`src/hdl/rbsi_pkg.sv`:
```
// shared types, constants and float helpers for the ray box slab intersect block
`default_nettype none

package rbsi_pkg;

  // request and result payloads
  typedef struct packed {
    logic [31:0] origin_x;
    logic [31:0] origin_y;
    logic [31:0] origin_z;
    logic [31:0] dir_x;
    logic [31:0] dir_y;
    logic [31:0] dir_z;
    logic [31:0] box_min_x;
    logic [31:0] box_min_y;
    logic [31:0] box_min_z;
    logic [31:0] box_max_x;
    logic [31:0] box_max_y;
    logic [31:0] box_max_z;
  } rbsi_in_t;

  typedef struct packed {
    logic        hit;
    logic [31:0] distance;
  } rbsi_out_t;

  // float bit patterns
  localparam logic [31:0] FLT_MAX_POS = 32'h7F7F_FFFF;
  localparam logic [31:0] FLT_MAX_NEG = 32'hFF7F_FFFF;
  localparam logic [31:0] MISS_BITS   = 32'hBF80_0000;
  localparam logic [31:0] QNAN_BITS   = 32'h7FC0_0000;
  localparam logic [30:0] INF_MAG     = 31'h7F80_0000;
  localparam logic [31:0] POS_ZERO    = 32'h0000_0000;

  // pipeline depths
  localparam int SUB_LAT   = 5;
  localparam int DIV_STEPS = 25;
  localparam int DIV_LAT   = DIV_STEPS + 3;
  localparam int POST_LAT  = 5;
  localparam int SB_LAT    = SUB_LAT + DIV_LAT;
  localparam int RBSI_LAT  = SUB_LAT + DIV_LAT + POST_LAT;

  function automatic logic f_is_nan(input logic [31:0] v);
    return (v[30:23] == 8'hFF) && (v[22:0] != 23'd0);
  endfunction

  // ieee less-than: false on nan, signed zeros equal
  function automatic logic f_lt(input logic [31:0] a, input logic [31:0] b);
    logic res;
    if (f_is_nan(a) || f_is_nan(b)) begin
      res = 1'b0;
    end else if ((a[30:0] == 31'd0) && (b[30:0] == 31'd0)) begin
      res = 1'b0;
    end else if (a[31] != b[31]) begin
      res = a[31];
    end else if (!a[31]) begin
      res = a[30:0] < b[30:0];
    end else begin
      res = a[30:0] > b[30:0];
    end
    return res;
  endfunction

  function automatic logic f_gt(input logic [31:0] a, input logic [31:0] b);
    return f_lt(b, a);
  endfunction

  // leading zero count, 32 when all zero
  function automatic logic [5:0] f_lzc32(input logic [31:0] v);
    logic [5:0] n;
    logic       done;
    n    = 6'd32;
    done = 1'b0;
    for (int i = 31; i >= 0; i--) begin
      if (!done && v[i]) begin
        n    = 6'(31 - i);
        done = 1'b1;
      end
    end
    return n;
  endfunction

endpackage

`default_nettype wire

```
`src/hdl/rbsi_fdiv.sv`:
```
// pipelined single precision divider, one quotient bit per stage, round to nearest even
`default_nettype none

module rbsi_fdiv import rbsi_pkg::*; (
  input  logic        clk,
  input  logic        rst_n,
  input  logic        in_vld,
  input  logic [31:0] a,
  input  logic [31:0] b,
  output logic        out_vld,
  output logic [31:0] quot
);

  typedef struct packed {
    logic        sign;
    logic [7:0]  ea;
    logic [7:0]  eb;
    logic [23:0] ma;
    logic [23:0] mb;
    logic [5:0]  lza;
    logic [5:0]  lzb;
    logic        spec;
    logic [31:0] sval;
  } up_t;

  typedef struct packed {
    logic               sign;
    logic signed [9:0]  e;
    logic [23:0]        mb;
    logic [24:0]        rem;
    logic [24:0]        q;
    logic               spec;
    logic [31:0]        sval;
  } it_t;

  up_t s1_r, s1_nxt;
  it_t it_r   [DIV_STEPS+1];
  it_t it_nxt [DIV_STEPS+1];
  logic [DIV_STEPS+2:0] vld_r, vld_nxt;
  logic [31:0] quot_r, quot_nxt;

  logic              a_nan, b_nan, a_inf, b_inf, a_zero, b_zero, sgn;
  logic [23:0]       ma_n, mb_n;
  logic signed [9:0] ea_s, eb_s, e_q;
  logic              lt_m;

  // stage 1: specials and leading zeros of subnormal significands
  always_comb begin
    a_nan  = f_is_nan(a);
    b_nan  = f_is_nan(b);
    a_inf  = (a[30:0] == INF_MAG);
    b_inf  = (b[30:0] == INF_MAG);
    a_zero = (a[30:0] == 31'd0);
    b_zero = (b[30:0] == 31'd0);
    sgn    = a[31] ^ b[31];
    s1_nxt.sign = sgn;
    s1_nxt.ea   = a[30:23];
    s1_nxt.eb   = b[30:23];
    s1_nxt.ma   = {a[30:23] != 8'd0, a[22:0]};
    s1_nxt.mb   = {b[30:23] != 8'd0, b[22:0]};
    s1_nxt.lza  = f_lzc32({s1_nxt.ma, 8'd0});
    s1_nxt.lzb  = f_lzc32({s1_nxt.mb, 8'd0});
    s1_nxt.spec = 1'b1;
    if (a_nan || b_nan || (a_inf && b_inf) || (a_zero && b_zero)) begin
      s1_nxt.sval = QNAN_BITS;
    end else if (a_inf || b_zero) begin
      s1_nxt.sval = {sgn, INF_MAG};
    end else if (a_zero || b_inf) begin
      s1_nxt.sval = {sgn, 31'd0};
    end else begin
      s1_nxt.sval = POS_ZERO;
      s1_nxt.spec = 1'b0;
    end
  end

  // stage 2: normalize, quotient exponent, pre-scale dividend into [mb, 2mb)
  always_comb begin
    ma_n = s1_r.ma << s1_r.lza[4:0];
    mb_n = s1_r.mb << s1_r.lzb[4:0];
    ea_s = ((s1_r.ea == 8'd0) ? 10'sd1 : $signed({2'b00, s1_r.ea}))
           - $signed({4'd0, s1_r.lza});
    eb_s = ((s1_r.eb == 8'd0) ? 10'sd1 : $signed({2'b00, s1_r.eb}))
           - $signed({4'd0, s1_r.lzb});
    lt_m = ma_n < mb_n;
    e_q  = ea_s - eb_s + 10'sd127 - (lt_m ? 10'sd1 : 10'sd0);
    it_nxt[0].sign = s1_r.sign;
    it_nxt[0].e    = e_q;
    it_nxt[0].mb   = mb_n;
    it_nxt[0].rem  = lt_m ? {ma_n, 1'b0} : {1'b0, ma_n};
    it_nxt[0].q    = 25'd0;
    it_nxt[0].spec = s1_r.spec;
    it_nxt[0].sval = s1_r.sval;
  end

  // restoring division, one quotient bit per stage
  for (genvar k = 0; k < DIV_STEPS; k++) begin : g_step
    logic        ge;
    logic [24:0] rsub;
    always_comb begin
      ge   = it_r[k].rem >= {1'b0, it_r[k].mb};
      rsub = ge ? (it_r[k].rem - {1'b0, it_r[k].mb}) : it_r[k].rem;
      it_nxt[k+1]     = it_r[k];
      it_nxt[k+1].rem = {rsub[23:0], 1'b0};
      it_nxt[k+1].q   = {it_r[k].q[23:0], ge};
    end
  end

  it_t               fin;
  logic              sticky, lost, g, rnd;
  logic [9:0]        shw;
  logic [4:0]        sh;
  logic [56:0]       ext;
  logic [24:0]       qs;
  logic [23:0]       mant24;
  logic [7:0]        efield;
  logic [30:0]       mag;

  // last stage: subnormal right shift, round to nearest even, pack
  always_comb begin
    fin    = it_r[DIV_STEPS];
    sticky = (fin.rem != 25'd0);
    shw    = 10'(10'sd1 - fin.e);
    sh     = (shw > 10'd31) ? 5'd31 : shw[4:0];
    ext    = {fin.q, 32'd0} >> sh;
    if (fin.e >= 10'sd1) begin
      qs     = fin.q;
      lost   = 1'b0;
      efield = fin.e[7:0];
    end else begin
      qs     = ext[56:32];
      lost   = |ext[31:0];
      efield = 8'd0;
    end
    mant24 = qs[24:1];
    g      = qs[0];
    rnd    = g & (sticky | lost | mant24[0]);
    mag    = {efield, mant24[22:0]} + {30'd0, rnd};
    if (fin.spec) begin
      quot_nxt = fin.sval;
    end else if (fin.e >= 10'sd255) begin
      quot_nxt = {fin.sign, INF_MAG};
    end else begin
      quot_nxt = {fin.sign, mag};
    end
  end

  // one valid bit per register stage: setup, steps, rounding
  assign vld_nxt = {vld_r[DIV_STEPS+1:0], in_vld};

  // valid bits
  always_ff @(posedge clk) begin
    if (!rst_n) begin
      vld_r <= '0;
    end else begin
      vld_r <= vld_nxt;
    end
  end

  // payload stages
  always_ff @(posedge clk) begin
    s1_r <= s1_nxt;
    for (int i = 0; i <= DIV_STEPS; i++) begin
      it_r[i] <= it_nxt[i];
    end
    quot_r <= quot_nxt;
  end

  assign out_vld = vld_r[DIV_STEPS+2];
  assign quot    = quot_r;

endmodule

`default_nettype wire

```
`config.mk`:
```
export PLATFORM = sky130hd
export DESIGN_NAME = rbsi_fdiv
export DESIGN_NICKNAME = d
export VERILOG_FILES = /design/src/hdl/rbsi_pkg.sv /design/src/hdl/rbsi_fdiv.sv
export SDC_FILE = /design/constraint.sdc
export NUM_CORES = 2
export LEC_CHECK = 0
export BUFFER_PORTS_ARGS = -buffer_cell sky130_fd_sc_hd__buf_4
export CAP_MARGIN = 20
export CORE_MARGIN = 5
export CORE_UTILIZATION = 45
export CTS_CLUSTER_SIZE = 28
export DETAILED_ROUTE_END_ITERATION = 16
export GPL_TIMING_DRIVEN = 0
export PLACE_DENSITY_LB_ADDON = 0.05
export SLEW_MARGIN = 20
export SYNTH_ARGS = -nofsm -noshare
export SYNTH_HDL_FRONTEND = slang
export SYNTH_SLANG_ARGS = --single-unit
```
`constraint.sdc`:
```
create_clock -name clk -period 7.6 [get_ports clk]
set_input_delay 1.52 -clock clk [delete_from_list [all_inputs] [get_ports clk]]
set_output_delay 1.52 -clock clk [all_outputs]
set_load 0.1 [all_outputs]
```
# Word-level counts from Yosys, hierarchy flattened
# Memory sizes are Yosys's and may differ from the RTL's.
# Cells that the tools add are included.
# totals
register_bits,170
out_inout_bits,33
wordCells,343
in_bits,67
mem_count,1
ram_bits,3068
# memory_table
name,depth,word_bits,rd,rd_ports_with_merged_regs,write_ports,line_no,rtl
it_r,26,118,26,0,26,rbsi_fdiv.sv:37,it_t it_r [DIV_STEPS+1];
# classes
n_bitwise,4
eq_ne,4
order_cmp,29
muxes,130
n_reduce_logical,120
n_addsub,32
shifts,3
# ops
op,n
>= comparator 25 x 24 -> 1 bit,25
two-way mux 24 bit,26
subtractor 24 bit,25
two-way mux 5 bit,31
two-way mux 32 bit,3
"== test 31 bit, second input constant",2
zero test 31 bit,2
>> shifter 57 x 5 -> 56 bit,1
two-way mux 1 bit,51
logical AND 1 bit,50
left shift 24 x 5 -> 24 bit,2
zero test 1 bit,46
nonzero test 23 bit,2
OR reduction 23 bit,2
OR reduction 32 bit,1
adder 31 x 1 -> 31 bit,1
two-way mux 31 bit,1
two-way mux 25 bit,1
nonzero test 25 bit,1
< comparator 24 bit,1
two-way mux 3 bit,8
two-way mux 8 bit,3
subtractor 8 x 6 -> 9 bit,2
"== test 8 bit, second input constant",2
18 further kinds,33

# Longest topological paths before layout
# logic_depth
depth_word,71
mapped_depth,36
ltp_nobuf,33

# Least setup slack after synthesis
# OpenSTA, ideal clock, no wires.
# synth_path
path_kind,reg2reg
start,register s1_r[39] in the netlist's numbering
end,memory it_r[0][116] in the netlist's numbering
arrival_time_ns,6.248
stages_incl_launch_ff,34
path_slack_ns,1.229
setup_time_ns,0.123
synth_period_minus_slack_ns,6.371
n_path_buf,3
t_required_ns,7.477
cell_sequence,dfxtp_1 > clkbuf_1 > clkbuf_1 > mux4_2 > mux2i_1 > nand2_1 > o211ai_1 > inv_1 > ha_1 > a21oi_1 > nor2b_1 > o21ai_0 > nand2b_1 > a2111oi_0 > o31ai_1 > a21o_1 > a21oi_1 > o31ai_1 > inv_1 > buf_1 > ha_1 > inv_1 > ha_1 > ha_1 > inv_1 > fa_1 > inv_1 > a21oi_1 > o21ai_0 > a21oi_1 > o21bai_1 > a21o_1 > a21oi_1 > xor2_1
# synth_rtl
item,line_no,rtl
from (decl),rbsi_fdiv.sv:36,"up_t s1_r, s1_nxt;"
from (signal assigned),rbsi_fdiv.sv:161,s1_r <= s1_nxt;
to (decl),rbsi_fdiv.sv:37,

==> flow_summary.yaml <==
global_routing:
  grt_pass1_vias: 59013
  grt_pass1_wl_um: 322800
  grt_max_degree: 18
  antenna_found_initial: 6
  grt.total_usage: 0.2036
  gr-total-overflow: 0
power_and_ir_drop:
  fin_total_pwr_mw: 46.00
  leakagePower_nw: 43.02
  cellPowerDensity_nw_per_um2: 481.7
  max-vdd-ir-drop_uv: 486.7
clocking:
  ctsHoldBuffers: 0
  insertion_delay_ps: 870
  cts_htree_levels: 4
  cts-root-buf: "clkbuf_16"
  clkSinkCount: 2081
  cts_tree: "yes"
  clk_pin_slew_ps: 90
  cts_setup_buffers: 0
  clockBufferDepth: 3
  cts_buffers: 209
die:
  io_pins: 100
  die_area_um2: 195800
  die_h_um: 442.4
  rows: 158
  die_width_um: 442.4
  core_um2: 185600
  start_util: 0.4533
drt:
  wl_per_cell_um: 17.70
  drc_errors: 0
  drt-total-wl_um: 203400
  route.vias.total: 58991
  dr.pass1.iters: 6
  drt-initial-drc-count: 3338
  vias_per_cell: 5.135
  ant_nets: 0
critical_path:
  path_max_fanout: 14
  critical_path.slowest_cell: "mux4_2"
  slowest_delay_ps: 580
  startpoint_type: "flip-flop"
  crit_required_ps: 8300
  criticalPathCategory: "reg2reg"
  setup.worst_path.end_class: "flip-flop"
  critPathArrivalTime_ps: 7540
  reg2reg_depth: 32
  cp_common_cell: "a21oi_1"
synthesis:
  syn_nets: 9270
  syn_inst: 8514
  yosysUniqueCellTypes: 98
  ys.warnings.count: 0
  synth_edf_count: 0
  synthesis.area_um2: 84150
  async_flop_share: 0
  synth_seq_area_share: 0.4950
  avgSynthCellArea_um2: 9.884
  synth_ff_type: "dfxtp_1"
  ys_ff_latch: 2081
sta:
  finalHoldViolations: 0
  post-route-period-util: 0.9004
  clock_skew_ps: 43.67
  setup_viol: 0
  slew_headroom: 0.2607
  rsz0062_at_grt: "false"
  min_period_ps: 6843
  tightestPinTransition_ps: 1109
  maxSlewViolCount: 0
  max_freq_mhz: 146.1
  fin_hold_ws_ps: 283.2
  setup_ws_ps: 757.1
job:
  maxCapViolCount: 0
cells_and_area:
  drive_gt1_frac: 0.09307
  nNetsFinal: 9580
  layout_common_cells: "dfxtp_1, inv_1, ha_1, nand2_1, nor2_1"
  layout_commonest_cell: "dfxtp_1"
  final_util: 0.5145
  synthToLayoutAreaGrowth_pct: 13.48
run_status:
  status: "finished, final reports clean"
placement:
  portBuffers: 99
  dp_slack_ps: -132.3
  hpwl_um: 160200
  routabilityCongestion: 0.8770
hold_path:
  hold_depth: 0
  hold_class: "reg2reg"
cells by family after synthesis:
logic type      Yosys count  synth area share
flops                  2081            0.4950
buf+inv                1072           0.04850
xor+xnor                490           0.05100
compound gates         1786            0.1337
mux                     354           0.05069
fa+ha+maj               689            0.1050
simple gates           2042            0.1161
synthesized netlist by cell type, types with 152 or more instances:
cell type,n,share of area
mux2_2,267,0.036
xnor2_1,314,0.033
inv_1,899,0.040
a21o_1,178,0.016
nor3_1,152,0.0090
a21oi_1,501,0.030
o21ai_0,502,0.030
xor2_1,176,0.018
nor2_1,544,0.024
nand2_1,596,0.027
ha_1,660,0.098
dfxtp_1,2081,0.50
final cells by class:
cell class | count | area (um2)
fill | 16946 | 90130
sequential | 2081 | 41660
multi-input combinational | 5361 | 38430
clock buffer | 295 | 6045
inverter | 903 | 3390
tap | 2480 | 3103
clock inverter | 96 | 1414
timing repair buffer | 100 | 748.2
buffer | 168 | 694.4
antenna | 5 | 12.51
power breakdown:
group | total [mW] | internal (mW) | leakage, nW | switching, mW
Sequential | 16.5 | 14.6 | 17.5 | 1.88
Combinational | 18.8 | 7.99 | 21.9 | 10.8
Clock | 10.7 | 6.35 | 3.62 | 4.36
critical path, delay by kind of cell (launching register included):
family / cells / cell delay, ps
AO/OA/AOI/OAI: 14 / 2520
XOR/XNOR: 1 / 140
adder cells (fa/ha/maj): 5 / 1320
buffers and inverters: 7 / 1240
flip-flops: 1 / 460
multiplexers: 2 / 820
AND/OR/NAND/NOR: 3 / 210
metrics by stage:
step / instances / area (um2) / setup TNS, ps
after floorplan: 8514 / 84150 / 0
after global placement: 11093 / 88000 / -124.9
after detailed placement: 11094 / 88020 / -132.3
after CTS: 11485 / 95480 / 0
after global routing: 11488 / 95500 / 0
final: 11489 / 95500 / 0
path summary, 6_finish.rpt:
path | from | end | slack [ps]
setup / recovery | s1_r[39] | it_r[0][116] | 760
hold / removal | it_r[1][990] | it_r[1][1109] | 280
setup reg to reg | s1_r[39] | it_r[0][116] | 760
hold reg to reg | it_r[1][990] | it_r[1][1109] | 280
flip-flops by register name (all words and copies together) (netlist names):
register,count
it_r,1940
s1_r,76
quot,32
vld_r,28
it_nxt,5
what timing repair did:
| item | in CTS | in global routing |
|---|---|---|
| cloned | 0 | 0 |
| gates resized for setup | 2 | 7 |
| setup endpoints to repair | 1 | 4 |
| endpoints found under the hold margin | 0 | 0 |
routing by layer:
metal	global-route usage	wire, um	up-vias
met5	0	0	-
met2	0.3522	97410	950
met3	0.02667	7047	291
met4	0.05627	4737	0
met1	0.2673	94180	27934
li1	-	-	29816
(Power assumes the default switching activity.)
