===== config.mk =====
export PLATFORM = sky130hd
export DESIGN_NAME = rbsi_fsub
export DESIGN_NICKNAME = d
export VERILOG_FILES = /design/src/hdl/rbsi_pkg.sv /design/src/hdl/rbsi_fsub.sv
export SDC_FILE = /design/constraint.sdc
export NUM_CORES = 1
export LEC_CHECK = 0
export BUFFER_PORTS_ARGS = -buffer_cell sky130_fd_sc_hd__buf_4
export CAP_MARGIN = 20
export CORE_MARGIN = 2
export CORE_UTILIZATION = 45
export CTS_CLUSTER_SIZE = 16
export DETAILED_ROUTE_END_ITERATION = 10
export HOLD_SLACK_MARGIN = 0.08
export PLACE_DENSITY = 0.62
export SLEW_MARGIN = 10
export SYNTH_ARGS = -nofsm -noshare
export SYNTH_HDL_FRONTEND = slang
export SYNTH_SLANG_ARGS = --single-unit

===== constraint.sdc =====
create_clock -name clk -period 11.2 [get_ports clk]
set_input_delay 1.12 -clock clk [delete_from_list [all_inputs] [get_ports clk]]
set_output_delay 1.12 -clock clk [all_outputs]
set_load 0.01 [all_outputs]

===== src/hdl/rbsi_pkg.sv =====
// shared types, constants and float helpers for the ray box slab intersect block
`default_nettype none

package rbsi_pkg;

  // request and result payloads
  typedef struct packed {
    logic [31:0] origin_x;
    logic [31:0] origin_y;
    logic [31:0] origin_z;
    logic [31:0] dir_x;
    logic [31:0] dir_y;
    logic [31:0] dir_z;
    logic [31:0] box_min_x;
    logic [31:0] box_min_y;
    logic [31:0] box_min_z;
    logic [31:0] box_max_x;
    logic [31:0] box_max_y;
    logic [31:0] box_max_z;
  } rbsi_in_t;

  typedef struct packed {
    logic        hit;
    logic [31:0] distance;
  } rbsi_out_t;

  // float bit patterns
  localparam logic [31:0] FLT_MAX_POS = 32'h7F7F_FFFF;
  localparam logic [31:0] FLT_MAX_NEG = 32'hFF7F_FFFF;
  localparam logic [31:0] MISS_BITS   = 32'hBF80_0000;
  localparam logic [31:0] QNAN_BITS   = 32'h7FC0_0000;
  localparam logic [30:0] INF_MAG     = 31'h7F80_0000;
  localparam logic [31:0] POS_ZERO    = 32'h0000_0000;

  // pipeline depths
  localparam int SUB_LAT   = 5;
  localparam int DIV_STEPS = 25;
  localparam int DIV_LAT   = DIV_STEPS + 3;
  localparam int POST_LAT  = 5;
  localparam int SB_LAT    = SUB_LAT + DIV_LAT;
  localparam int RBSI_LAT  = SUB_LAT + DIV_LAT + POST_LAT;

  function automatic logic f_is_nan(input logic [31:0] v);
    return (v[30:23] == 8'hFF) && (v[22:0] != 23'd0);
  endfunction

  // ieee less-than: false on nan, signed zeros equal
  function automatic logic f_lt(input logic [31:0] a, input logic [31:0] b);
    logic res;
    if (f_is_nan(a) || f_is_nan(b)) begin
      res = 1'b0;
    end else if ((a[30:0] == 31'd0) && (b[30:0] == 31'd0)) begin
      res = 1'b0;
    end else if (a[31] != b[31]) begin
      res = a[31];
    end else if (!a[31]) begin
      res = a[30:0] < b[30:0];
    end else begin
      res = a[30:0] > b[30:0];
    end
    return res;
  endfunction

  function automatic logic f_gt(input logic [31:0] a, input logic [31:0] b);
    return f_lt(b, a);
  endfunction

  // leading zero count, 32 when all zero
  function automatic logic [5:0] f_lzc32(input logic [31:0] v);
    logic [5:0] n;
    logic       done;
    n    = 6'd32;
    done = 1'b0;
    for (int i = 31; i >= 0; i--) begin
      if (!done && v[i]) begin
        n    = 6'(31 - i);
        done = 1'b1;
      end
    end
    return n;
  endfunction

endpackage

`default_nettype wire


===== src/hdl/rbsi_fsub.sv =====
// pipelined single precision subtractor, diff = a - b, round to nearest even
`default_nettype none

module rbsi_fsub import rbsi_pkg::*; (
  input  logic        clk,
  input  logic        rst_n,
  input  logic        in_vld,
  input  logic [31:0] a,
  input  logic [31:0] b,
  output logic        out_vld,
  output logic [31:0] diff
);

  typedef struct packed {
    logic        sign;
    logic        zsign;
    logic        sub;
    logic [7:0]  exp;
    logic [26:0] mbig;
    logic [26:0] msml;
    logic        spec;
    logic [31:0] sval;
  } al_t;

  typedef struct packed {
    logic        sign;
    logic        zsign;
    logic [7:0]  exp;
    logic [27:0] sum;
    logic        spec;
    logic [31:0] sval;
  } sm_t;

  typedef struct packed {
    logic        sign;
    logic        zsign;
    logic        zero;
    logic [8:0]  enew;
    logic [5:0]  shamt;
    logic [26:0] mant;
    logic        spec;
    logic [31:0] sval;
  } nm_t;

  al_t s1_r, s1_nxt;
  sm_t s2_r, s2_nxt;
  nm_t s3_r, s3_nxt, s4_r, s4_nxt;
  logic [31:0] diff_r, diff_nxt;
  logic [4:0]  vld_r, vld_nxt;

  logic        sx, sy, a_inf, b_inf, swap, sticky;
  logic [7:0]  ex, ey, eb, es, dexp;
  logic [23:0] mx, my, mb, ms;
  logic [26:0] ext, shifted, mask;
  logic [5:0]  lz;
  logic [7:0]  limit;
  logic [23:0] mant24;
  logic        rnd;
  logic [7:0]  efield;
  logic [30:0] mag;

  // stage 1: unpack, specials, order by magnitude, align smaller operand
  always_comb begin
    sx    = a[31];
    sy    = ~b[31];
    a_inf = (a[30:0] == INF_MAG);
    b_inf = (b[30:0] == INF_MAG);
    ex    = (a[30:23] == 8'd0) ? 8'd1 : a[30:23];
    ey    = (b[30:23] == 8'd0) ? 8'd1 : b[30:23];
    mx    = {a[30:23] != 8'd0, a[22:0]};
    my    = {b[30:23] != 8'd0, b[22:0]};
    swap  = b[30:0] > a[30:0];
    eb    = swap ? ey : ex;
    es    = swap ? ex : ey;
    mb    = swap ? my : mx;
    ms    = swap ? mx : my;
    dexp  = eb - es;
    ext   = {ms, 3'b000};
    if (dexp >= 8'd27) begin
      shifted = 27'd0;
      sticky  = |ms;
    end else begin
      shifted = ext >> dexp[4:0];
      mask    = (27'd1 << dexp[4:0]) - 27'd1;
      sticky  = |(ext & mask);
    end
    if (dexp >= 8'd27) begin
      mask = 27'd0;
    end else begin
      mask = (27'd1 << dexp[4:0]) - 27'd1;
    end
    s1_nxt.sign  = swap ? sy : sx;
    s1_nxt.zsign = sx & sy;
    s1_nxt.sub   = sx ^ sy;
    s1_nxt.exp   = eb;
    s1_nxt.mbig  = {mb, 3'b000};
    s1_nxt.msml  = shifted | {26'd0, sticky};
    s1_nxt.spec  = 1'b1;
    if (f_is_nan(a) || f_is_nan(b)) begin
      s1_nxt.sval = QNAN_BITS;
    end else if (a_inf && b_inf) begin
      s1_nxt.sval = (sx == sy) ? a : QNAN_BITS;
    end else if (a_inf) begin
      s1_nxt.sval = a;
    end else if (b_inf) begin
      s1_nxt.sval = {sy, INF_MAG};
    end else begin
      s1_nxt.sval = POS_ZERO;
      s1_nxt.spec = 1'b0;
    end
  end

  // stage 2: magnitude add or subtract
  always_comb begin
    s2_nxt.sign  = s1_r.sign;
    s2_nxt.zsign = s1_r.zsign;
    s2_nxt.exp   = s1_r.exp;
    s2_nxt.spec  = s1_r.spec;
    s2_nxt.sval  = s1_r.sval;
    if (s1_r.sub) begin
      s2_nxt.sum = {1'b0, s1_r.mbig} - {1'b0, s1_r.msml};
    end else begin
      s2_nxt.sum = {1'b0, s1_r.mbig} + {1'b0, s1_r.msml};
    end
  end

  // stage 3: carry fold or leading zero count, limited by subnormal floor
  always_comb begin
    s3_nxt.sign  = s2_r.sign;
    s3_nxt.zsign = s2_r.zsign;
    s3_nxt.zero  = (s2_r.sum == 28'd0);
    s3_nxt.spec  = s2_r.spec;
    s3_nxt.sval  = s2_r.sval;
    lz    = f_lzc32({s2_r.sum[26:0], 5'b00000});
    limit = s2_r.exp - 8'd1;
    if (s2_r.sum[27]) begin
      s3_nxt.mant  = {s2_r.sum[27:2], s2_r.sum[1] | s2_r.sum[0]};
      s3_nxt.shamt = 6'd0;
      s3_nxt.enew  = {1'b0, s2_r.exp} + 9'd1;
    end else begin
      s3_nxt.mant  = s2_r.sum[26:0];
      s3_nxt.shamt = ({2'b00, lz} <= limit) ? lz : limit[5:0];
      s3_nxt.enew  = {1'b0, s2_r.exp} - {3'b000, s3_nxt.shamt};
    end
  end

  // stage 4: normalizing shift
  always_comb begin
    s4_nxt      = s3_r;
    s4_nxt.mant = s3_r.mant << s3_r.shamt;
  end

  // stage 5: round to nearest even and pack
  always_comb begin
    mant24 = s4_r.mant[26:3];
    rnd    = s4_r.mant[2] & (s4_r.mant[1] | s4_r.mant[0] | mant24[0]);
    efield = mant24[23] ? s4_r.enew[7:0] : 8'd0;
    mag    = {efield, mant24[22:0]} + {30'd0, rnd};
    if (s4_r.spec) begin
      diff_nxt = s4_r.sval;
    end else if (s4_r.zero) begin
      diff_nxt = {s4_r.zsign, 31'd0};
    end else if (s4_r.enew >= 9'd255) begin
      diff_nxt = {s4_r.sign, INF_MAG};
    end else begin
      diff_nxt = {s4_r.sign, mag};
    end
  end

  assign vld_nxt = {vld_r[3:0], in_vld};

  // valid bits
  always_ff @(posedge clk) begin
    if (!rst_n) begin
      vld_r <= 5'd0;
    end else begin
      vld_r <= vld_nxt;
    end
  end

  // payload stages
  always_ff @(posedge clk) begin
    s1_r   <= s1_nxt;
    s2_r   <= s2_nxt;
    s3_r   <= s3_nxt;
    s4_r   <= s4_nxt;
    diff_r <= diff_nxt;
  end

  assign out_vld = vld_r[4];
  assign diff    = diff_r;

endmodule

`default_nettype wire


Word level (Yosys, flattened, before mapping)
Index checks and enable logic that the tools add are counted.
{"block": "word_totals", "ff_bits": 353, "latch_bits": 0, "ramBits": 0, "rom_bits": 0, "inputBits": 67, "output_inout_bits": 33, "elab_cells": 201, "memories": 0}
{"block": "classes", "add_sub_neg": 8, "n_mul": 0, "div_mod_pow": 0, "n_lt_le_gt_ge": 4, "n_eq_ne": 5, "shifts": 3, "n_mux": 74, "n_bitwise": 9, "n_reduce_logical": 66}
{"operator": "$mux 32", "n": 6}
{"operator": "$mux 6", "n": 28}
{"operator": "$eq 31x31->1 const B", "n": 2}
{"operator": "$mux 24", "n": 2}
{"operator": "$reduce_bool 23->1", "n": 2}
{"operator": "$mux 42", "n": 1}
{"operator": "$mux 8", "n": 5}
{"operator": "$add 31x1->31", "n": 1}
{"operator": "$gt 31x31->1", "n": 1}
{"operator": "$mux 31", "n": 1}
{"operator": "$logic_and 1x1->1", "n": 29}
{"operator": "$mux 1", "n": 29}
{"operator": "$add 27x27->28", "n": 1}
{"operator": "$logic_not 28->1", "n": 1}
{"operator": "$mux 28", "n": 1}
{"operator": "$sub 27x27->28", "n": 1}
{"operator": "$and 27x27->27", "n": 1}
{"operator": "$mux 27", "n": 1}
{"operator": "$or 27x1->27", "n": 1}
{"operator": "$reduce_or 27->1", "n": 1}
{"operator": "$shl 1x5->27 const A", "n": 1}
{"operator": "$shl 27x6->27", "n": 1}
{"operator": "$shr 27x5->27", "n": 1}
{"operator": "$sub 27x1->27 const B", "n": 1}
{"operator": "19 further kinds", "n": 50}

Longest topological paths before layout
Gate-level depths: netlist of run 1.
{"block": "logic_depth", "depth_word": 83, "mapped_depth": 28}

Worst setup path before layout of run 1
Ideal clock, no wire load.
{"block": "synth_timing", "kind": "in2reg", "startpoint": "input port a[16]", "endpoint": "register s1_r[33] in the netlist's numbering", "setup_time_ns": 0.126, "arrival_time_ns": 6.076, "required_ns": 11.074, "setup_slack_ns": 4.998, "cell_stages": 23, "n_path_buf": 5, "cell_sequence": "inv_1 ha_1 a21o_1 a21o_1 a2111oi_0 a31o_1 buf_2 buf_4 buf_4 buf_4 buf_2 mux2_2 fa_1 a211oi_1 nor2_1 xor2_1 nand2_1 nor2_1 nor3_1 o2111ai_1 a2111o_1 nor3_1 a31oi_1"}
{"item": "from (decl)", "line": "rbsi_fsub.sv:8", "rtl": "input logic [31:0] a,"}
{"item": "to (signal assigned)", "line": "rbsi_fsub.sv:183", "rtl": "s1_r <= s1_nxt;"}
{"item": "to (decl)", "line": "rbsi_fsub.sv:45", "rtl": "al_t s1_r, s1_nxt;"}

==> results of run 1 <==
## kinds of logic (layout without fill, tap and decap cells)
| kind of cell | count (synthesis) | in the layout | synth area share (%) |
|---|---|---|---|
| buffers and inverters | 189 | 285 | 4.29 |
| AO/OA/AOI/OAI | 400 | 400 | 15.1 |
| AND/OR/NAND/NOR | 498 | 498 | 13.8 |
| adder cells (fa/ha/maj) | 108 | 108 | 7.96 |
| multiplexers | 184 | 184 | 14.1 |
| flip-flops | 353 | 353 | 40.9 |
| other | 1 | 22 | 0.0217 |
| XOR/XNOR | 76 | 76 | 3.86 |
## metal layers
layer  wire length, um  up-vias  share of wire (%)  GRT usage (%)
met5                 0        -                  0              0
met4              1920        0                4.5           11.1
met3              1920       96                4.5           3.04
met2             20400      366                 48           37.5
met1             18600     6154                 44           26.6
li1                  -     6621                  -              -
## power breakdown
part           internal (mW)  switching (mW)  leakage (nW)  total [mW]
clock network          0.756           0.483         0.603        1.24
registers               1.57           0.213          2.95        1.78
logic                  0.862            1.12          4.73        1.98
total                   3.18            1.81          8.27        5.00
## worst min-delay path by stage
stage	to	start	slack [ps]	cells past startpoint
CTS	s3_r[76]	s2_r[69]	320	0
global route	s3_r[27]	s2_r[27]	330	0
floorplan	s2_r[0]	s1_r[0]	310	0
finish	s4_r[23]	s3_r[23]	320	0
detailed placement	s2_r[12]	s1_r[12]	310	0
global placement	s2_r[4]	s1_r[4]	310	0
## flip-flops by register name (all words and copies together), names as in the netlist
signal / flops
s2_r: 71
s1_r: 95
diff: 32
vld_r: 5
s4_r: 48
s3_r: 78
mant24: 24
## Yosys cell counts, drive strengths merged (26+ instances only)
cell type,n,area [um^2]
dfxtp,353,7070
nand2,143,537
nor2,140,526
a21oi,114,574
inv,106,398
ha,105,1310
o21ai,88,444
mux2i,80,805
mux2,64,721
clkbuf,53,199
xnor2,42,368
mux4,40,901
nand3,35,175
a211oi,34,260
nor3,34,181
xor2,34,298
buf,28,136
a21o,26,195
## cell type report
type / count / area [um^2] / area share (%)
Clock inverter: 13 / 215 / 1.09
Timing Repair Buffer: 116 / 871 / 4.40
Clock buffer: 48 / 1020 / 5.14
Sequential cell: 353 / 7070 / 35.7
Inverter: 108 / 405 / 2.05
Multi-Input combinational cell: 1288 / 9580 / 48.4
Tap cell: 511 / 639 / 3.23
## worst max-delay path: stages
cell and delay [ps]:
buf_4 110, inv_1 120, ha_1 260, a21oi_1 130, o21ai_0 110, a221oi_1 600
a22o_1 290, a31o_4 610, nand3_1 140, o31ai_1 140, ha_1 230, inv_1 50
fa_1 490, buf_4 260, clkinv_1 700, nand2_1 400, o21ai_0 130, a311oi_1 330
o22a_1 210, o21ai_0 80, o2111ai_1 140, a2111o_1 120, nor3_1 60, a31oi_1 170
## cells in the final DEF, fill, tap and decap left out, drive strengths merged, types with 7 or more instances in the layout
| cell | n |
|---|---|
| dfxtp | 353 |
| nand2 | 143 |
| nor2 | 140 |
| buf | 116 |
| a21oi | 114 |
| inv | 107 |
| ha | 105 |
| o21ai | 88 |
| mux2i | 80 |
| mux2 | 64 |
| clkbuf | 48 |
| xnor2 | 42 |
| mux4 | 40 |
| nand3 | 35 |
| nor3 | 34 |
| a211oi | 34 |
| xor2 | 34 |
| a21o | 26 |
| nand4 | 24 |
| nor2b | 23 |
| conb | 22 |
| nor4 | 18 |
| nand2b | 17 |
| o21bai | 16 |
| o31ai | 15 |
| and2 | 13 |
| o21a | 11 |
| a31oi | 11 |
| o22ai | 11 |
| or2 | 10 |
| and3 | 9 |
| clkinv | 8 |
| a22o | 7 |
| o211ai | 7 |
| or3 | 7 |
| a2111oi | 7 |
==> flow_summary.json, run 1 <==
{
  "status": "finished clean",
  "path_class": "in -> reg",
  "drv_cap": 0,
  "die-area_um2": 40000,
  "synth_edf_count": 0,
  "fin_cells": 2437,
  "post_cts_buffers": 0,
  "fin_hold_ws_ps": 318,
  "power.leakage_nw": 8.27,
  "gp_congestion": 0.958,
  "start_util_pct": 45.7,
  "cts_max_level": 2,
  "vias": 13237,
  "die_h_um": 200,
  "path_clk_slew_ps": 70,
  "fin_crit_ps": 6560,
  "finalHoldViolations": 0,
  "antenna_found_initial": 0,
  "track_usage_pct": 21.8,
  "syn_area_um2": 17300,
  "die_w_um": 200,
  "fin_nets": 2078,
  "cts_hold_buffers": 0,
  "coreArea_um2": 37800,
  "clock_skew_ps": 21.4,
  "cts_root_buf": "clkbuf_16",
  "grt_remaining_overflow": 0,
  "drc": 0,
  "fillCellCount": 3450,
  "ys_async_sr_fraction_pct": 0,
  "cts_resized": 0,
  "ys_types": 78,
  "routed_wl_um": 42800,
  "area_growth_pct": 14.7,
  "first_pass_iters": 5,
  "arrival_ps": 7040,
  "critPathLaunch": "a[26]",
  "antenna_left": 0,
  "cts_tree": "yes",
  "r2r_setup_slack_ps": 5300,
  "rows": 71,
  "grt_pass1_wl_um": 68400,
  "cp.required_ps": 11680,
  "synth_flop_cell": "dfxtp_1",
  "finalSetupTns_ps": 0,
  "finalMaxSlewViolations": 0,
  "ys_seq_elements": 353,
  "synth_area_per_cell_um2": 9.54,
  "cts_inserted_buffers": 36,
  "fin_util_pct": 52.4,
  "grt_start_max_net_pins": 61,
  "power_density_nw_per_um2": 252,
  "max_freq_mhz": 152,
  "r2r_cells": 27,
  "avgViaCountPerCell": 5.43,
  "stdcell_area_um2": 19800,
  "start_kind": "input port",
  "netlist_instances": 1809,
  "first_global_vias": 12968,
  "fin_ws_ps": 4640,
  "place_inst": 2376,
  "drtIter0Drc": 733,
  "io_buffers": 99,
  "min_period_over_period_pct": 58.6,
  "layout-drive-gt1-share_pct": 15.6,
  "pre_cts_slack_ps": 4270,
  "crit_end": "s1_r[33]",
  "clk_latency_ps": 550,
  "clockBufferDepth": 3,
  "synth_seq_area_share_pct": 40.9,
  "worst_pin_slew_ps": 1060,
  "endpoint_kind": "register",
  "placed_area_um2": 18600,
  "worstHoldPathType": "reg -> reg",
  "ys_warn_count": 0,
  "setup_violations": 0,
  "maxSlewHeadroom_pct": 29.5,
  "p_total_mw": 5.00,
  "clock_sinks": 353,
  "n_antenna_cell": 0,
  "r2r_start": "s2_r[43]",
  "wl_per_cell_um": 17.6,
  "pin_count": 100,
  "ir_drop_mv": 0.107,
  "timing.rr.end": "s3_r[74]",
  "rsz0062_at_grt": "no",
  "dp_hpwl_um": 32500,
  "cp_max_fo": 60
}
Note: power is estimated with default switching activity, not from simulation.
==> run 2, diff against run 1 <==
--- a/config.mk
+++ b/config.mk
@@ -5,6 +5,7 @@
 export SDC_FILE = /design/constraint.sdc
 export NUM_CORES = 1
 export LEC_CHECK = 0
+export ABC_AREA = 1
 export BUFFER_PORTS_ARGS = -buffer_cell sky130_fd_sc_hd__buf_4
 export CAP_MARGIN = 20
 export CORE_MARGIN = 2
==> constraint.sdc (replaced) <==
create_clock -name clk -period 6.4 [get_ports clk]
set_input_delay 0.64 -clock clk [delete_from_list [all_inputs] [get_ports clk]]
set_output_delay 0.64 -clock clk [all_outputs]
set_load 0.01 [all_outputs]
==> flow_summary.json, run 2 <==
{
  "critPathMaxStageDelay_ps": 320,
  "yosysTopAreaCell": "dfxtp_1",
  "rsz0062_at_grt": "no",
  "holdPathStages": 3,
  "largest_reg_flops": 95,
  "ys_async_sr_fraction_pct": 0,
  "drc": 0,
  "r2r_cells": 36,
  "layout-drive-gt1-share_pct": 8.59,
  "synth_area_per_cell_um2": 7.12,
  "clock_skew_ps": 22.6,
  "drv_cap": 0,
  "largestRegisters": "s1_r x95, s3_r x78, s2_r x71",
  "clockBufferDepth": 3,
  "synth_edf_count": 0,
  "finalSetupTns_ps": 0,
  "cp_max_fo": 7,
  "start_util_pct": 45.3,
  "die-area_um2": 41400,
  "ys_seq_elements": 353,
  "rows": 73,
  "netlist_instances": 2516,
  "cts_root_buf": "clkbuf_16",
  "path_clk_slew_ps": 60,
  "max_freq_mhz": 197,
  "grt_start_max_net_pins": 84,
  "cpMostUsedCell": "nand2_1",
  "pre_cts_slack_ps": 976,
  "status": "finished clean",
  "ys_types": 63,
  "antenna_found_initial": 0,
  "vias": 16412,
  "power.leakage_nw": 10.1,
  "cts_hold_buffers": 0,
  "die_w_um": 203,
  "coreArea_um2": 39500,
  "antenna_left": 0,
  "ys_warn_count": 0,
  "routed_wl_um": 52000,
  "ir_drop_mv": 0.192,
  "comb_power_share_pct": 41.8,
  "critical_path.slowest_cell": "dfxtp_1",
  "grt_pass1_wl_um": 83500,
  "crit_cells": 36,
  "worst_pin_slew_ps": 848,
  "cts_max_level": 2,
  "synth_seq_area_share_pct": 39.5,
  "setup_violations": 0,
  "synth_top_area_share_pct": 39.5,
  "first_pass_iters": 5,
  "first_global_vias": 15800,
  "layout_common_cells": "nand2_1, dfxtp_1, inv_1",
  "clkPwrFrac_pct": 24.1,
  "synth_area_leaders": "dfxtp_1, nand2_1, ha_1, nand3_1, inv_1",
  "cts_tree": "yes",
  "critical_path.top_delay_family": "simple AND/OR/NAND/NOR gates",
  "p_int_mw": 5.36,
  "path_class": "reg -> reg",
  "maxSlewHeadroom_pct": 43.3,
  "cts_resized": 0,
  "cts_inserted_buffers": 38,
  "start_kind": "register",
  "ys_top_cells_by_count": "nand2_1, dfxtp_1, inv_1",
  "switching_share_pct": 41.6,
  "finalMaxSlewViolations": 0,
  "layout_commonest_cell": "nand2_1",
  "cp.required_ps": 6830,
  "post_cts_buffers": 0,
  "gp_congestion": 0.962,
  "grt_remaining_overflow": 0,
  "finalHoldViolations": 0,
  "synth.most_common_cell": "nand2_1",
  "wl_per_cell_um": 16.5,
  "io_buffers": 99,
  "regMostFlops": "s1_r",
  "fin_nets": 2782,
  "worstHoldPathType": "in -> reg",
  "syn_area_um2": 17900,
  "clock_sinks": 353,
  "clk_latency_ps": 560,
  "fin_crit_ps": 5090,
  "endpoint_kind": "register",
  "p_seq_share_pct": 34.1,
  "pin_count": 100,
  "min_period_over_period_pct": 79.5,
  "track_usage_pct": 25.3,
  "die_h_um": 203,
  "area_growth_pct": 13.9,
  "arrival_ps": 5520,
  "fillCellCount": 3904,
  "drtIter0Drc": 1150,
  "power_density_nw_per_um2": 450,
  "switching_power_mw": 3.82,
  "n_antenna_cell": 0,
  "crit_buf_inv": 4,
  "synth_flop_cell": "dfxtp_1",
  "dp_hpwl_um": 41600,
  "fin_ws_ps": 1310,
  "avgViaCountPerCell": 5.20
}
[run 2: path summary, 6_finish.rpt]
check             startpoint        to  slack [ps]
setup / recovery    s2_r[55]  s3_r[74]        1310
hold / removal        in_vld  vld_r[0]         290
setup reg to reg    s2_r[55]  s3_r[74]        1310
hold reg to reg     s1_r[88]  s2_r[62]         310
[run 2: area by class of cell]
cell class / instances / area [um^2] / share of cell area [%]
Timing Repair Buffer: 115 / 863 / 4.23
Sequential cell: 353 / 7070 / 34.6
Inverter: 328 / 1230 / 6.05
Tap cell: 525 / 657 / 3.22
Multi-Input combinational cell: 1771 / 9300 / 45.6
Clock inverter: 15 / 203 / 0.994
Clock buffer: 50 / 1080 / 5.28
[run 2: power groups by stage]
stage	clock network [mW]	logic, mW	registers (mW)
3_3_place_gp	0	3.78	3.17
4_1_cts	2.27	3.81	3.13
5_1_grt	2.36	4.35	3.19
2_1_floorplan	0	2.68	3.06
3_5_place_dp	0	3.78	3.18
6_report	2.21	3.83	3.13
[run 2: cells by family (layout without fill, tap and decap cells)]
kind of cell / count (synthesis) / after routing / share of synthesized area [%]
fa+ha+maj: 108 / 108 / 7.67
simple gates: 1209 / 1209 / 29.4
xor+xnor: 40 / 40 / 2.00
mux: 6 / 6 / 0.335
compound gates: 386 / 386 / 12.0
flops: 353 / 353 / 39.5
buf+inv: 413 / 508 / 9.07
other cells: 1 / 22 / 0.0209
[run 2: metal layers]
metal / vias to the layer above / routed length, um / GRT usage (%)
li1: 8335 / - / -
met1: 7527 / 24900 / 35.4
met2: 467 / 23100 / 40.7
met3: 83 / 2690 / 3.42
met4: 0 / 1280 / 7.40
met5: - / 0 / 0
[run 2: worst register-to-register path, delay by kind of cell, from the launching register on]
family | cells | cell delay (ps)
AND/OR/NAND/NOR | 24 | 2800
adder cells (fa/ha/maj) | 3 | 730
buffers and inverters | 4 | 380
AO/OA/AOI/OAI | 5 | 760
flip-flops | 1 | 320
[run 2: stage by stage]
stage	util [%]	instances	instance area, um^2	power (mW)	hold WS [ps]
after floorplan	-	2537	18000	5.74	310
after global placement	48.3	3092	19100	6.94	310
after detailed placement	48.3	3092	19100	6.96	312
after CTS	51.6	3157	20400	9.21	266
after global routing	51.6	3157	20400	9.90	271
final	51.6	3157	20400	9.18	289
==> run 3, diff against run 2 <==
--- a/config.mk
+++ b/config.mk
@@ -5,7 +5,7 @@
 export SDC_FILE = /design/constraint.sdc
 export NUM_CORES = 1
 export LEC_CHECK = 0
-export ABC_AREA = 1
+export ABC_AREA = 0
 export BUFFER_PORTS_ARGS = -buffer_cell sky130_fd_sc_hd__buf_4
 export CAP_MARGIN = 20
 export CORE_MARGIN = 2
==> constraint.sdc (replaced) <==
create_clock -name clk -period 4.95 [get_ports clk]
set_input_delay 0.495 -clock clk [delete_from_list [all_inputs] [get_ports clk]]
set_output_delay 0.495 -clock clk [all_outputs]
set_load 0.01 [all_outputs]
==> flow_summary.json, run 3 (synthesized netlist as in run 1, its figures left out) <==
{
  "status": "finished, violations left",
  "violations": "setup timing",
  "switching_power_mw": 4.29,
  "clock_sinks": 353,
  "cts_tree": "yes",
  "layout_commonest_cell": "dfxtp_1",
  "min_period_over_period_pct": 103,
  "start_kind": "register",
  "gp_congestion": 0.939,
  "hold_start": "b[31]",
  "cts_hold_buffers": 0,
  "setup_violations": 4,
  "arrival_ps": 5560,
  "comb_power_share_pct": 44.6,
  "path_class": "reg -> reg",
  "avgViaCountPerCell": 5.37,
  "die-area_um2": 40000,
  "clk_latency_ps": 540,
  "largest_reg_flops": 95,
  "clkPwrFrac_pct": 21.6,
  "drc": 0,
  "rsz0062_at_grt": "yes",
  "stdcell_area_um2": 21200,
  "dp_hpwl_um": 33700,
  "rows": 71,
  "cp_max_fo": 4,
  "n_antenna_cell": 0,
  "maxSlewHeadroom_pct": 30.3,
  "fin_nets": 2232,
  "finalHoldViolations": 0,
  "p_seq_share_pct": 33.8,
  "max_freq_mhz": 196,
  "coreArea_um2": 37800,
  "antenna_left": 0,
  "power_density_nw_per_um2": 556,
  "switching_share_pct": 36.5,
  "first_pass_iters": 5,
  "fin_util_pct": 56.0,
  "die_h_um": 200,
  "grt_pass1_wl_um": 69000,
  "cts_max_level": 2,
  "r2r_setup_slack_ps": -160,
  "power.leakage_nw": 9.02,
  "worst_pin_slew_ps": 1050,
  "first_global_vias": 13599,
  "r2r_cells": 26,
  "antenna_found_initial": 0,
  "vias": 13920,
  "wl_per_cell_um": 16.9,
  "worst_hold_path.endpoint": "s1_r[97]",
  "clock_skew_ps": 25.4,
  "fin_crit_ps": 5110,
  "die_w_um": 200,
  "cts_inserted_buffers": 36,
  "layout_common_cells": "dfxtp_1, buf_4, nand2_1",
  "grt_remaining_overflow": 0,
  "finalMaxSlewViolations": 0,
  "p_int_mw": 7.47,
  "clockBufferDepth": 3,
  "routed_wl_um": 43800,
  "fin_ws_ps": -161,
  "track_usage_pct": 21.9,
  "grt_start_max_net_pins": 81,
  "holdPathStages": 2,
  "worstHoldPathType": "in -> reg",
  "largestRegisters": "s1_r x95, s3_r x78, s2_r x71",
  "endpoint_kind": "register",
  "layout-drive-gt1-share_pct": 24.4,
  "timing.rr.end": "s3_r[74]",
  "drv_cap": 0,
  "io_buffers": 99,
  "pin_count": 100,
  "r2r_start": "s2_r[40]",
  "cp.required_ps": 5400,
  "fin_hold_ws_ps": 180,
  "ir_drop_mv": 0.252,
  "path_clk_slew_ps": 60,
  "start_util_pct": 45.7,
  "cts_root_buf": "clkbuf_16",
  "pre_cts_slack_ps": -241,
  "regMostFlops": "s1_r",
  "placed_area_um2": 19700,
  "area_growth_pct": 22.5,
  "drtIter0Drc": 838
}
[run 3: changes by cell type in the layout (fill, tap and decap cells not counted), sizes merged, moves of 74 or more]
cell and delta:
inv -211, buf +155, nand3 -227, nand2 -510, o21ai -106, mux2i +74
[run 3: power groups by stage]
stage / Combinational [mW] / Sequential (mW) / Clock, mW
floorplan: 3.22 / 3.99 / 0
CTS: 5.11 / 3.98 / 2.61
global route: 5.73 / 4.06 / 2.74
detailed placement: 5.01 / 4.04 / 0
global placement: 4.98 / 4.02 / 0
finish: 5.25 / 3.98 / 2.54
[run 3: final cells by class]
| cell class | count | area (um^2) |
|---|---|---|
| tap | 511 | 639 |
| multi-input combinational | 1288 | 9850 |
| inverter | 108 | 408 |
| sequential | 353 | 7070 |
| timing repair buffer | 270 | 2060 |
| fill | 3329 | 16600 |
| clock buffer | 44 | 981 |
| clock inverter | 20 | 145 |
[run 3: per-stage QoR]
step	power, mW	instances	TNS, ps
after floorplan	7.21	1830	-46.1
after global placement	9.00	2517	-909
after detailed placement	9.04	2517	-1370
after CTS	11.7	2588	-121
after global routing	12.5	2594	-1390
final	11.8	2594	-420
[run 3: how the worst max path moves through the flow]
stage	from	end	cells past startpoint
after global routing	s2_r[40]	s3_r[74]	27
after floorplan	a[29]	s1_r[33]	27
after detailed placement	a[5]	s1_r[33]	22
final	s2_r[40]	s3_r[74]	26
after CTS	s2_r[43]	s3_r[70]	30
after global placement	a[5]	s1_r[33]	24
[run 3: critical path: stages (launching register included)]
cell and delay (ps):
dfxtp_2 310, or4_4 530, or3_4 440, nor3_4 210, buf_4 140, buf_4 110, nand2b_1 60, a31oi_1 150
buf_4 150, ha_1 230, o21a_1 110, o21a_1 200, o21ai_2 220, a21oi_2 120, o31ai_4 240, buf_4 180
nand2b_1 80, ha_1 230, fa_2 360, a21oi_2 150, nor2_2 60, nor2_2 120, o21bai_1 110, a21oi_2 160
o21bai_1 70, a21oi_1 190, xnor2_1 140
[run 3: layer usage]
layer / share of wire (%) / wire (um) / vias up / track usage [%]
li1: - / - / 6931 / -
met2: 49 / 21400 / 368 / 39.0
met1: 42 / 18500 / 6488 / 25.8
met5: 0 / 0 / - / 0
met4: 4.5 / 1970 / 0 / 10.6
met3: 4.5 / 1970 / 133 / 3.46
[run 3: timing repair]
action                     CTS  global route
setup endpoints to repair    4             7
setup buffers                7             8
pin swaps                   10            23
resized for setup           13            38
